===== src/sv/vlbi_frame_header_check_core_defines.svh =====
// Assertion helpers for the frame header checker.
// Both sample on clk and are held off while arst_n is low.
`ifndef VLBI_FRAME_HEADER_CHECK_CORE_DEFINES_SVH
`define VLBI_FRAME_HEADER_CHECK_CORE_DEFINES_SVH

`define VFHC_ASSERT_SAME(label, ante, cons) \
	label: assert property (@(posedge clk) disable iff (!arst_n) (ante) |-> (cons)) \
		else $error("vfhc: same-cycle check failed");

`define VFHC_ASSERT_NEXT(label, ante, cons) \
	label: assert property (@(posedge clk) disable iff (!arst_n) (ante) |=> (cons)) \
		else $error("vfhc: next-cycle check failed");

`endif


===== src/sv/vfhc_pkg.sv =====
`timescale 1ns / 1ps

package vfhc_pkg;

	localparam logic [31:0] RESET_SYNC = 32'hABADDEED;
	localparam logic [15:0] FRAME_MASK = 16'hEFFF;
	localparam logic [3:0]  BCD_MAX    = 4'd9;

	typedef struct packed {
		logic adv_s1;
		logic adv_s2;
		logic adv_s3;
	} vfhc_adv_t;

	function automatic logic digit_bad(input logic [3:0] d);
		return d > BCD_MAX;
	endfunction

	function automatic logic [7:0] bcd_pair(input logic [3:0] hi, input logic [3:0] lo);
		return ({4'd0, hi} * 8'd10) + {4'd0, lo};
	endfunction

endpackage


===== src/sv/vlbi_frame_header_check_core.sv =====
// A three-stage pipeline with per-stage valids: a request goes through s1, s2 and s3,
// whose registers drive the outputs; one request per cycle while out_ready is high.
// A stage takes a new request whenever it is empty or its successor moves on.
// Reset clears the stage valid bits and loads the sync register with 0xABADDEED.
`timescale 1ns / 1ps
`include "vlbi_frame_header_check_core_defines.svh"

module vlbi_frame_header_check_core (
	input  logic        clk,
	input  logic        arst_n,
	input  logic        cfg_we,
	input  logic [31:0] cfg_wdata,
	input  logic        in_valid,
	output logic        in_ready,
	input  logic [31:0] header_word0,
	input  logic [31:0] header_word1,
	input  logic [31:0] header_word2,
	input  logic [31:0] header_word3,
	output logic        out_valid,
	input  logic        out_ready,
	output logic        header_ok,
	output logic        sync_error,
	output logic        bcd_error,
	output logic [15:0] frame_in_second,
	output logic [9:0]  day_of_year,
	output logic [16:0] second_of_day,
	output logic [13:0] second_fraction
);

	logic [31:0] expected_sync_q;

	logic v_s1;
	logic v_s2;
	logic v_s3;
	logic rdy_s1;
	logic rdy_s2;
	logic rdy_s3;

	vfhc_pkg::vfhc_adv_t adv;

	logic        sync_err_s1;
	logic [15:0] frame_s1;
	logic        sync_err_s2;
	logic [15:0] frame_s2;
	logic        sync_err_s3;
	logic [15:0] frame_s3;
	logic        bad_s3;

	always_comb begin
		rdy_s3 = !v_s3 || out_ready;
		rdy_s2 = !v_s2 || rdy_s3;
		rdy_s1 = !v_s1 || rdy_s2;
		adv.adv_s1 = in_valid && rdy_s1;
		adv.adv_s2 = v_s1 && rdy_s2;
		adv.adv_s3 = v_s2 && rdy_s3;
	end

	assign in_ready = rdy_s1;

	always_ff @(posedge clk or negedge arst_n) begin
		if (!arst_n) begin
			expected_sync_q <= vfhc_pkg::RESET_SYNC;
		end else if (cfg_we) begin
			expected_sync_q <= cfg_wdata;
		end
	end

	always_ff @(posedge clk or negedge arst_n) begin
		if (!arst_n) begin
			v_s1 <= 1'b0;
			v_s2 <= 1'b0;
			v_s3 <= 1'b0;
		end else begin
			if (rdy_s1) begin
				v_s1 <= in_valid;
			end
			if (rdy_s2) begin
				v_s2 <= v_s1;
			end
			if (rdy_s3) begin
				v_s3 <= v_s2;
			end
		end
	end

	always_ff @(posedge clk) begin
		if (adv.adv_s1) begin
			sync_err_s1 <= header_word0 != expected_sync_q;
			frame_s1    <= header_word1[15:0] & vfhc_pkg::FRAME_MASK;
		end
		if (adv.adv_s2) begin
			sync_err_s2 <= sync_err_s1;
			frame_s2    <= frame_s1;
		end
		if (adv.adv_s3) begin
			sync_err_s3 <= sync_err_s2;
			frame_s3    <= frame_s2;
		end
	end

	vfhc_time_dec u_time_dec (
		.clk          (clk),
		.adv          (adv),
		.header_word2 (header_word2),
		.header_word3 (header_word3),
		.bad_s3       (bad_s3),
		.day_s3       (day_of_year),
		.sec_s3       (second_of_day),
		.frac_s3      (second_fraction)
	);

	assign out_valid       = v_s3;
	assign sync_error      = sync_err_s3;
	assign bcd_error       = bad_s3;
	assign header_ok       = !sync_err_s3 && !bad_s3;
	assign frame_in_second = frame_s3;

	`VFHC_ASSERT_SAME(a_zero_on_bad, out_valid && bcd_error, day_of_year == '0 && second_of_day == '0 && second_fraction == '0)
	`VFHC_ASSERT_SAME(a_time_range, out_valid && !bcd_error, day_of_year <= 10'd999 && second_of_day <= 17'd99999 && second_fraction <= 14'd9999)
	`VFHC_ASSERT_NEXT(a_accept_fills_s1, in_valid && in_ready, v_s1)
	`VFHC_ASSERT_NEXT(a_s1_holds, v_s1 && !rdy_s2, v_s1 && $stable(frame_s1) && $stable(sync_err_s1))
	`VFHC_ASSERT_SAME(a_frame_bit12, out_valid, !frame_in_second[12])

endmodule


===== src/sv/vfhc_time_dec.sv =====
`timescale 1ns / 1ps

module vfhc_time_dec (
	input  logic                 clk,
	input  vfhc_pkg::vfhc_adv_t  adv,
	input  logic [31:0]          header_word2,
	input  logic [31:0]          header_word3,
	output logic                 bad_s3,
	output logic [9:0]           day_s3,
	output logic [16:0]          sec_s3,
	output logic [13:0]          frac_s3
);

	logic        bad_s1;
	logic [3:0]  day_hi_s1;
	logic [7:0]  day_lo_s1;
	logic [3:0]  sec_hi_s1;
	logic [7:0]  sec_mid_s1;
	logic [7:0]  sec_lo_s1;
	logic [7:0]  frac_hi_s1;
	logic [7:0]  frac_lo_s1;

	logic        bad_s2;
	logic [9:0]  day_s2;
	logic [16:0] sec_s2;
	logic [13:0] frac_s2;

	logic        bad_in;
	logic [10:0] day_sum;
	logic [17:0] sec_sum;
	logic [14:0] frac_sum;

	always_comb begin
		bad_in = 1'b0;
		for (int i = 0; i < 8; i++) begin
			bad_in = bad_in | vfhc_pkg::digit_bad(header_word2[4*i +: 4]);
		end
		for (int i = 4; i < 8; i++) begin
			bad_in = bad_in | vfhc_pkg::digit_bad(header_word3[4*i +: 4]);
		end
	end

	always_ff @(posedge clk) begin
		if (adv.adv_s1) begin
			bad_s1     <= bad_in;
			day_hi_s1  <= header_word2[31:28];
			day_lo_s1  <= vfhc_pkg::bcd_pair(header_word2[27:24], header_word2[23:20]);
			sec_hi_s1  <= header_word2[19:16];
			sec_mid_s1 <= vfhc_pkg::bcd_pair(header_word2[15:12], header_word2[11:8]);
			sec_lo_s1  <= vfhc_pkg::bcd_pair(header_word2[7:4], header_word2[3:0]);
			frac_hi_s1 <= vfhc_pkg::bcd_pair(header_word3[31:28], header_word3[27:24]);
			frac_lo_s1 <= vfhc_pkg::bcd_pair(header_word3[23:20], header_word3[19:16]);
		end
	end

	always_comb begin
		day_sum  = ({7'd0, day_hi_s1} * 11'd100) + {3'd0, day_lo_s1};
		sec_sum  = ({14'd0, sec_hi_s1} * 18'd10000) + ({10'd0, sec_mid_s1} * 18'd100)
			+ {10'd0, sec_lo_s1};
		frac_sum = ({7'd0, frac_hi_s1} * 15'd100) + {7'd0, frac_lo_s1};
	end

	always_ff @(posedge clk) begin
		if (adv.adv_s2) begin
			bad_s2  <= bad_s1;
			day_s2  <= day_sum[9:0];
			sec_s2  <= sec_sum[16:0];
			frac_s2 <= frac_sum[13:0];
		end
	end

	// A bad digit makes the decoded time meaningless, so it is forced to zero.
	always_ff @(posedge clk) begin
		if (adv.adv_s3) begin
			bad_s3  <= bad_s2;
			day_s3  <= bad_s2 ? '0 : day_s2;
			sec_s3  <= bad_s2 ? '0 : sec_s2;
			frac_s3 <= bad_s2 ? '0 : frac_s2;
		end
	end

endmodule

===== config.mk =====
export PLATFORM = sky130hd
export DESIGN_NAME = vlbi_frame_header_check_core
export DESIGN_NICKNAME = d
export VERILOG_FILES = /design/src/sv/vfhc_pkg.sv /design/src/sv/vlbi_frame_header_check_core.sv /design/src/sv/vfhc_time_dec.sv
export VERILOG_INCLUDE_DIRS = /design/src /design/src/sv
export SDC_FILE = /design/constraint.sdc
export NUM_CORES = 1
export LEC_CHECK = 0
export BUFFER_PORTS_ARGS = -buffer_cell sky130_fd_sc_hd__buf_2
export CAP_MARGIN = 20
export CORE_MARGIN = 2
export CORE_UTILIZATION = 50
export CTS_BUF_LIST = sky130_fd_sc_hd__clkbuf_8
export CTS_CLUSTER_DIAMETER = 30
export DETAILED_ROUTE_END_ITERATION = 12
export HOLD_SLACK_MARGIN = 0.06
export PLACE_DENSITY = 0.71
export RECOVER_POWER = 25
export SLEW_MARGIN = 20
export SYNTH_ARGS = -nofsm -noshare
export SYNTH_HDL_FRONTEND = slang
export SYNTH_HIERARCHICAL = 1
export SYNTH_SLANG_ARGS = --single-unit

===== constraint.sdc =====
create_clock -name clk -period 5.75 [get_ports clk]
set_input_delay 1.15 -clock clk [delete_from_list [all_inputs] [get_ports clk]]
set_output_delay 1.15 -clock clk [all_outputs]
set_load 0.02 [all_outputs]

Word level (Yosys, flattened, before mapping)
Index checks and enable logic that the tools add are counted.
{"block": "classes", "n_addsub": 9, "multipliers": 9, "div_mod_pow": 0, "order_cmp": 12, "n_eq_ne": 1, "n_shift": 0, "muxes": 0, "n_bitwise": 11, "reduce_logical": 12}
{"operator": "4-bit > comparator, second input constant", "n": 12}
{"operator": "8-bit by 4-bit adder with 8-bit output", "n": 5}
{"operator": "4-bit by 3-bit multiplier with 7-bit output, second input constant", "n": 5}
{"operator": "32-bit inequality test", "n": 1}
{"operator": "17-bit by 15-bit adder with 17-bit output", "n": 1}
{"operator": "17-bit by 8-bit adder with 17-bit output", "n": 1}
{"operator": "14-bit by 8-bit adder with 14-bit output", "n": 1}
{"operator": "4-bit by 10-bit multiplier with 13-bit output, second input constant", "n": 1}
{"operator": "8-bit by 5-bit multiplier with 13-bit output, second input constant", "n": 1}
{"operator": "8-bit by 5-bit multiplier with 12-bit output, second input constant", "n": 1}
{"operator": "1-bit OR", "n": 11}
{"operator": "10-bit by 8-bit adder with 10-bit output", "n": 1}
{"operator": "4-bit by 5-bit multiplier with 8-bit output, second input constant", "n": 1}
{"operator": "1-bit zero test", "n": 5}
{"operator": "1-bit logical AND", "n": 4}
{"operator": "1-bit logical OR", "n": 3}
{"block": "word_totals", "reg_bits": 216, "latch_bits": 0, "ramBits": 0, "romBits": 0, "inputBits": 165, "out_inout_bits": 62, "wordCells": 80, "n_memories": 0}

Depth between registers and ports, before layout
{"block": "depth", "depth_word": 12, "ltp_mapped": 18}

Cells and area by module
The synthesis kept the hierarchy.
{"mod": "vfhc_time_dec", "n_inst": 1, "cells_per_inst": 717, "area_per_inst_um2": 8827.2, "seq_area_each_um2": 3993.8}
{"mod": "vlbi_frame_header_check_core", "n_inst": 1, "cells_per_inst": 175, "area_per_inst_um2": 3201.8, "seq_area_each_um2": 2344.7}

Worst setup path after synthesis
Ideal clock, no wire load.
{"block": "synth_path", "path_kind": "register to register", "start": "reg u_time_dec.sec_mid_s1[2]", "end": "reg u_time_dec.sec_s2[15] (data pin)", "setup_ns": 0.260, "t_arrival_ns": 3.872, "required_time_ns": 5.490, "setup_slack_ns": 1.618, "stages_incl_launch_ff": 17, "period_less_slack_ns": 4.132, "path_cell_list": "edfxtp_1 > ha_1 > ha_1 > fa_1 > ha_1 > nor2b_1 > o21ai_1 > a21boi_1 > o21ai_1 > nor2b_1 > xnor2_1 > ha_1 > ha_1 > a21o_1 > a21o_1 > a221oi_2 > xnor2_1"}
{"block": "synth_between", "elab_chain_cells": 3}
{"element": "from (decl)", "line": "vfhc_time_dec.sv:18", "text": "logic [7:0] sec_mid_s1;"}
{"element": "from (signal assigned)", "line": "vfhc_time_dec.sv:49", "text": "sec_mid_s1 <= vfhc_pkg::bcd_pair(header_word2[15:12], header_word2[11:8]);"}
{"element": "8-bit by 5-bit multiplier with 13-bit output", "line": "vfhc_time_dec.sv:58", "text": "sec_sum = ({14'd0, sec_hi_s1} * 18'd10000) + ({10'd0, sec_mid_s1} * 18'd100)"}
{"element": "17-bit by 15-bit adder with 17-bit output", "line": "vfhc_time_dec.sv:58"}
{"element": "17-bit by 8-bit adder with 17-bit output", "line": "vfhc_time_dec.sv:59", "text": "+ {10'd0, sec_lo_s1};"}
{"element": "net u_time_dec.sec_sum[15]", "line": "vfhc_time_dec.sv:30", "text": "logic [17:0] sec_sum;"}
{"element": "to (signal assigned)", "line": "vfhc_time_dec.sv:67", "text": "sec_s2 <= sec_sum[16:0];"}
{"element": "to (decl)", "line": "vfhc_time_dec.sv:25", "text": "logic [16:0] sec_s2;"}
The timed path passes the listed nets, and every way through them passes these cells.
A chain may end at the register's enable or synchronous reset.

Worst setup path in the final report
Ends and elaborated chain as after synthesis.

==> impl_metrics.csv <==
group,metric,value,unit
outcome,status,"finished with violations",
outcome,violations,"max-capacitance violations, max-slew violations",
grt,grt_pass1_wl,35700,um
sta,setup_viol,0,
grt,gr-usage-met3,3.673,%
grt,grtUsageMet1,25.03,%
yosys,ys_top_cells_by_area,"edfxtp_1, ha_1, xnor2_1",
sta,finalCritPeriodShare,78.18,%
yosys,syn_area,0.01203,mm^2
critical_path,cp_max_fo,5,
pwr,power_frac_comb,37.1,%
pwr,p_per_area,418.8,mW/mm^2
yosys,yosysWarnings,6,
detailed_routing,drt-initial-drc-count,331,
detailed_routing,wl,21970,um
hold_path,hold_class,"flip-flop to flip-flop",
grt,antenna_found_initial,2,
detailed_routing,routedWlPerCell,14.88,um
critical_path,critPathArrivalTime,4770,ps
cts,clock-sinks,216,
finish,final_core_util,60.57,%
pwr,clockPowerShare,26.8,%
finish,final_nets,1459,
grt,grt_util_all_layers,17.50,%
yosys,synth.avg_cell_area,13.49,um^2
critical_path,cp-start-kind,"flip-flop",
cts,htree_levels,2,
cts,clockBufferDepth,3,
sta,final.min_clock_period,4496,ps
grt,grt_use_met2,26.68,%
detailed_routing,ant_nets,0,
finish,multi_input_area,0.005336,mm^2
finish,final_cell_count_no_fill,1476,
yosys,synth_top_area_cell,"edfxtp_1",
yosys,synth_edf_count,181,
cts,cts_resized,0,
yosys,synthCells,892,
finish,fillers,1894,
critical_path,critPathCaptureType,"flip-flop",
sta,slew_violations,79,
cts,path_clk_slew,60,ps
cts,root_buffer,"clkbuf_8",
critical_path,worstReg2RegEnd,"u_time_dec/sec_s2[15]$_DFFE_PP_",
critical_path,critPathCapture,"u_time_dec/sec_s2[15]$_DFFE_PP_",
grt,grt_pass1_vias,7227,
sta,final.setup.tns,0,ps
floorplan,coreArea,0.02354,mm^2
yosys,synth_top_area_share,45.18,%
yosys,seq_area_frac_synth,52.69,%
detailed_routing,firstDrtPassIters,4,
floorplan,fp.dieArea,0.02531,mm^2
grt,grt_remaining_overflow,0,
floorplan,die_w,159.1,um
sta,worst_slew_pin_slew,1861,ps
finish,areaGrowthSynthToFinish,18.54,%
sta,hold_viol_final,0,
grt,grt.busiest_layer,"met2",
cts,clk_latency,530,ps
yosys,synth_flop_cell,"edfxtp_1",
yosys,synthArstFlopShare,16.20,%
placed_design,dp.cells,1398,
floorplan,die_y,159.1,um
finish,ff_latch_area,0.006339,mm^2
sta,slew_headroom,-24.05,%
yosys,synth_seq_cells,216,
critical_path,r2r_slack,1250,ps
floorplan,ios,227,
placed_design,io_buffers,192,
cts,cts_setup_buffers,0,
pwr,intPower,4.067,mW
yosys,ys_types,55,
detailed_routing,drc,0,
sta,skew,15.35,ps
pwr,seq_power_share,36.1,%
sta,max_freq,0.2224,GHz
detailed_routing,num_vias,7254,
job,cap_violations,2,
yosys,syn_nets,1228,
pwr,leakagePower,6.201,nW
pwr,swShare,31.90,%
critical_path,rr_worst_depth,16,
detailed_routing,viasPerCell,4.915,
cts,cts_buffers,42,
critical_path,critical_path_class,"flip-flop to flip-flop",
placed_design,place_hpwl,16910,um
critical_path,timing.rr.start,"u_time_dec/sec_mid_s1[2]$_DFFE_PP_",
placed_design,place_congestion,0.8088,
pwr,switchingPower,1.905,mW
critical_path,crit_start,"u_time_dec/sec_mid_s1[2]$_DFFE_PP_",
cts,cts_tree,"done",
sta,rsz0062_at_grt,"false",
finish,drive_gt1_share,27.08,%
cts,holdBufCountCts,0,
pwr,vdd_drop_max,227.8,uV
floorplan,row_count,56,
grt,grt_max_degree,43,
critical_path,worst_ep_required_time,6030,ps
floorplan,initial_core_util,51.09,%
## cell families (layout without fill, tap and decap cells)
| family | after synthesis | count (layout) | synth area share (%) |
|---|---|---|---|
| buf+inv | 88 | 352 | 2.975 |
| flops | 216 | 216 | 52.69 |
| fa+ha+maj | 171 | 171 | 19.47 |
| simple gates | 152 | 152 | 6.979 |
| other cells | 1 | 2 | 0.03117 |
| mux | 36 | 36 | 3.641 |
| compound gates | 128 | 128 | 6.927 |
| xor+xnor | 100 | 100 | 7.281 |
## worst max-delay path, cell delays in order, from the launching register on
cell,delay [ps]
edfxtp_1,460
ha_1,340
ha_1,320
fa_1,470
ha_1,350
nor2b_1,140
o21ai_1,160
a21boi_1,110
o21ai_1,160
nor2b_1,180
xnor2_1,170
ha_1,280
ha_1,370
a21o_1,180
a21o_1,190
a221oi_2,300
xnor2_1,90
## layout by cell type (no fill, tap or decap), drive strengths merged, types with 4 or more instances in the layout
| cell | n |
|---|---|
| mux2i | 4 |
| o21bai | 8 |
| edfxtp | 181 |
| inv | 90 |
| bufinv | 5 |
| ha | 144 |
| a21oi | 35 |
| nor2 | 33 |
| dfstp | 22 |
| buf | 189 |
| mux2 | 32 |
| fa | 27 |
| clkbuf | 52 |
| nand4 | 13 |
| nor2b | 61 |
| and2 | 4 |
| nand3 | 4 |
| clkinv | 13 |
| nand2b | 7 |
| a21o | 18 |
| nand2 | 16 |
| dfrtp | 13 |
| o21ai | 35 |
| o21a | 9 |
| xnor2 | 92 |
| xor2 | 8 |
## cells in the mapped netlist, drive strengths merged (2+ instances only)
library cell	number
nor2b	61
a21boi	2
xor2	8
a211oi	2
nand3	4
and2	4
mux2i	4
o21bai	8
xnor2	92
o21ai	35
dfrtp	13
inv	79
ha	144
a221oi	2
fa	27
clkbuf	4
dfstp	22
nor2	33
o22ai	3
o211ai	3
or3	3
o21a	9
or4	2
a31oi	2
mux2	32
nor3	3
nand4	13
buf	5
edfxtp	181
o31a	3
nand2b	7
nor4	2
nand2	16
o2111ai	2
a21o	18
a21oi	35
## sequential cells by signal (all words and copies together) (netlist names), 4 cells and up
signal	count
u_time_dec/sec_s3	17
u_time_dec/day_s3	10
u_time_dec/day_s2	10
frame_s1	15
u_time_dec/sec_s2	17
expected_sync_q	32
u_time_dec/frac_s2	14
u_time_dec/sec_mid_s1	8
u_time_dec/day_hi_s1	4
u_time_dec/frac_lo_s1	8
u_time_dec/frac_hi_s1	8
u_time_dec/sec_lo_s1	8
u_time_dec/sec_hi_s1	4
frame_s2	15
frame_in_second	15
u_time_dec/frac_s3	14
u_time_dec/day_lo_s1	8
## metrics by stage
| stage | setup slack (ps) | cell area [um^2] | hold WS [ps] | total power [mW] |
|---|---|---|---|---|
| 3_5_place_dp | 1205 | 13360 | 404.5 | 4.407 |
| 2_1_floorplan | 1618 | 12030 | 400.3 | 3.934 |
| 4_1_cts | 1208 | 14270 | 412.1 | 6.050 |
| 3_3_place_gp | 1333 | 13360 | 400.4 | 4.353 |
| 6_report | 1254 | 14260 | 409.0 | 5.972 |
| 5_1_grt | 986.0 | 14260 | 417.8 | 6.427 |
## power groups by stage
stage	logic [mW]	clock network, mW	registers (mW)
finish	2.22	1.60	2.16
global route	2.52	1.73	2.18
CTS	2.24	1.65	2.16
detailed placement	2.22	0	2.19
global placement	2.17	0	2.18
floorplan	1.72	0	2.22
## per-layer routing
layer,part of all wire (%),wire [um]
met5,0,0
met2,45,9792
met3,5.3,1159
met1,48,10550
met4,2.1,471
## final cells by class
cell class                      instances  share of cell area (%)
Sequential cell                       216                   44.45
Inverter                               79                   2.080
Antenna cell                            1                 0.01755
Clock buffer                           45                   4.344
Clock inverter                         32                   2.009
Tap cell                              319                   2.799
Timing Repair Buffer                  196                   6.871
Multi-Input combinational cell        588                   37.43
## how the worst min path moves through the flow
stage | startpoint | slack (ps) | cells past startpoint | to
finish | sync_err_s2$_DFFE_PP_ | 410 | 0 | sync_error$_DFFE_PP_
global route | u_time_dec/day_lo_s1[0]$_DFFE_PP_ | 420 | 0 | u_time_dec/day_s2[0]$_DFFE_PP_
CTS | sync_err_s2$_DFFE_PP_ | 410 | 0 | sync_error$_DFFE_PP_
detailed placement | frame_s2[11]$_DFFE_PP_ | 400 | 0 | frame_in_second[11]$_DFFE_PP_
global placement | frame_s2[13]$_DFFE_PP_ | 400 | 0 | frame_in_second[13]$_DFFE_PP_
floorplan | frame_s2[0]$_DFFE_PP_ | 400 | 0 | frame_in_second[0]$_DFFE_PP_
No activity file was read; power rests on OpenSTA's default activity.
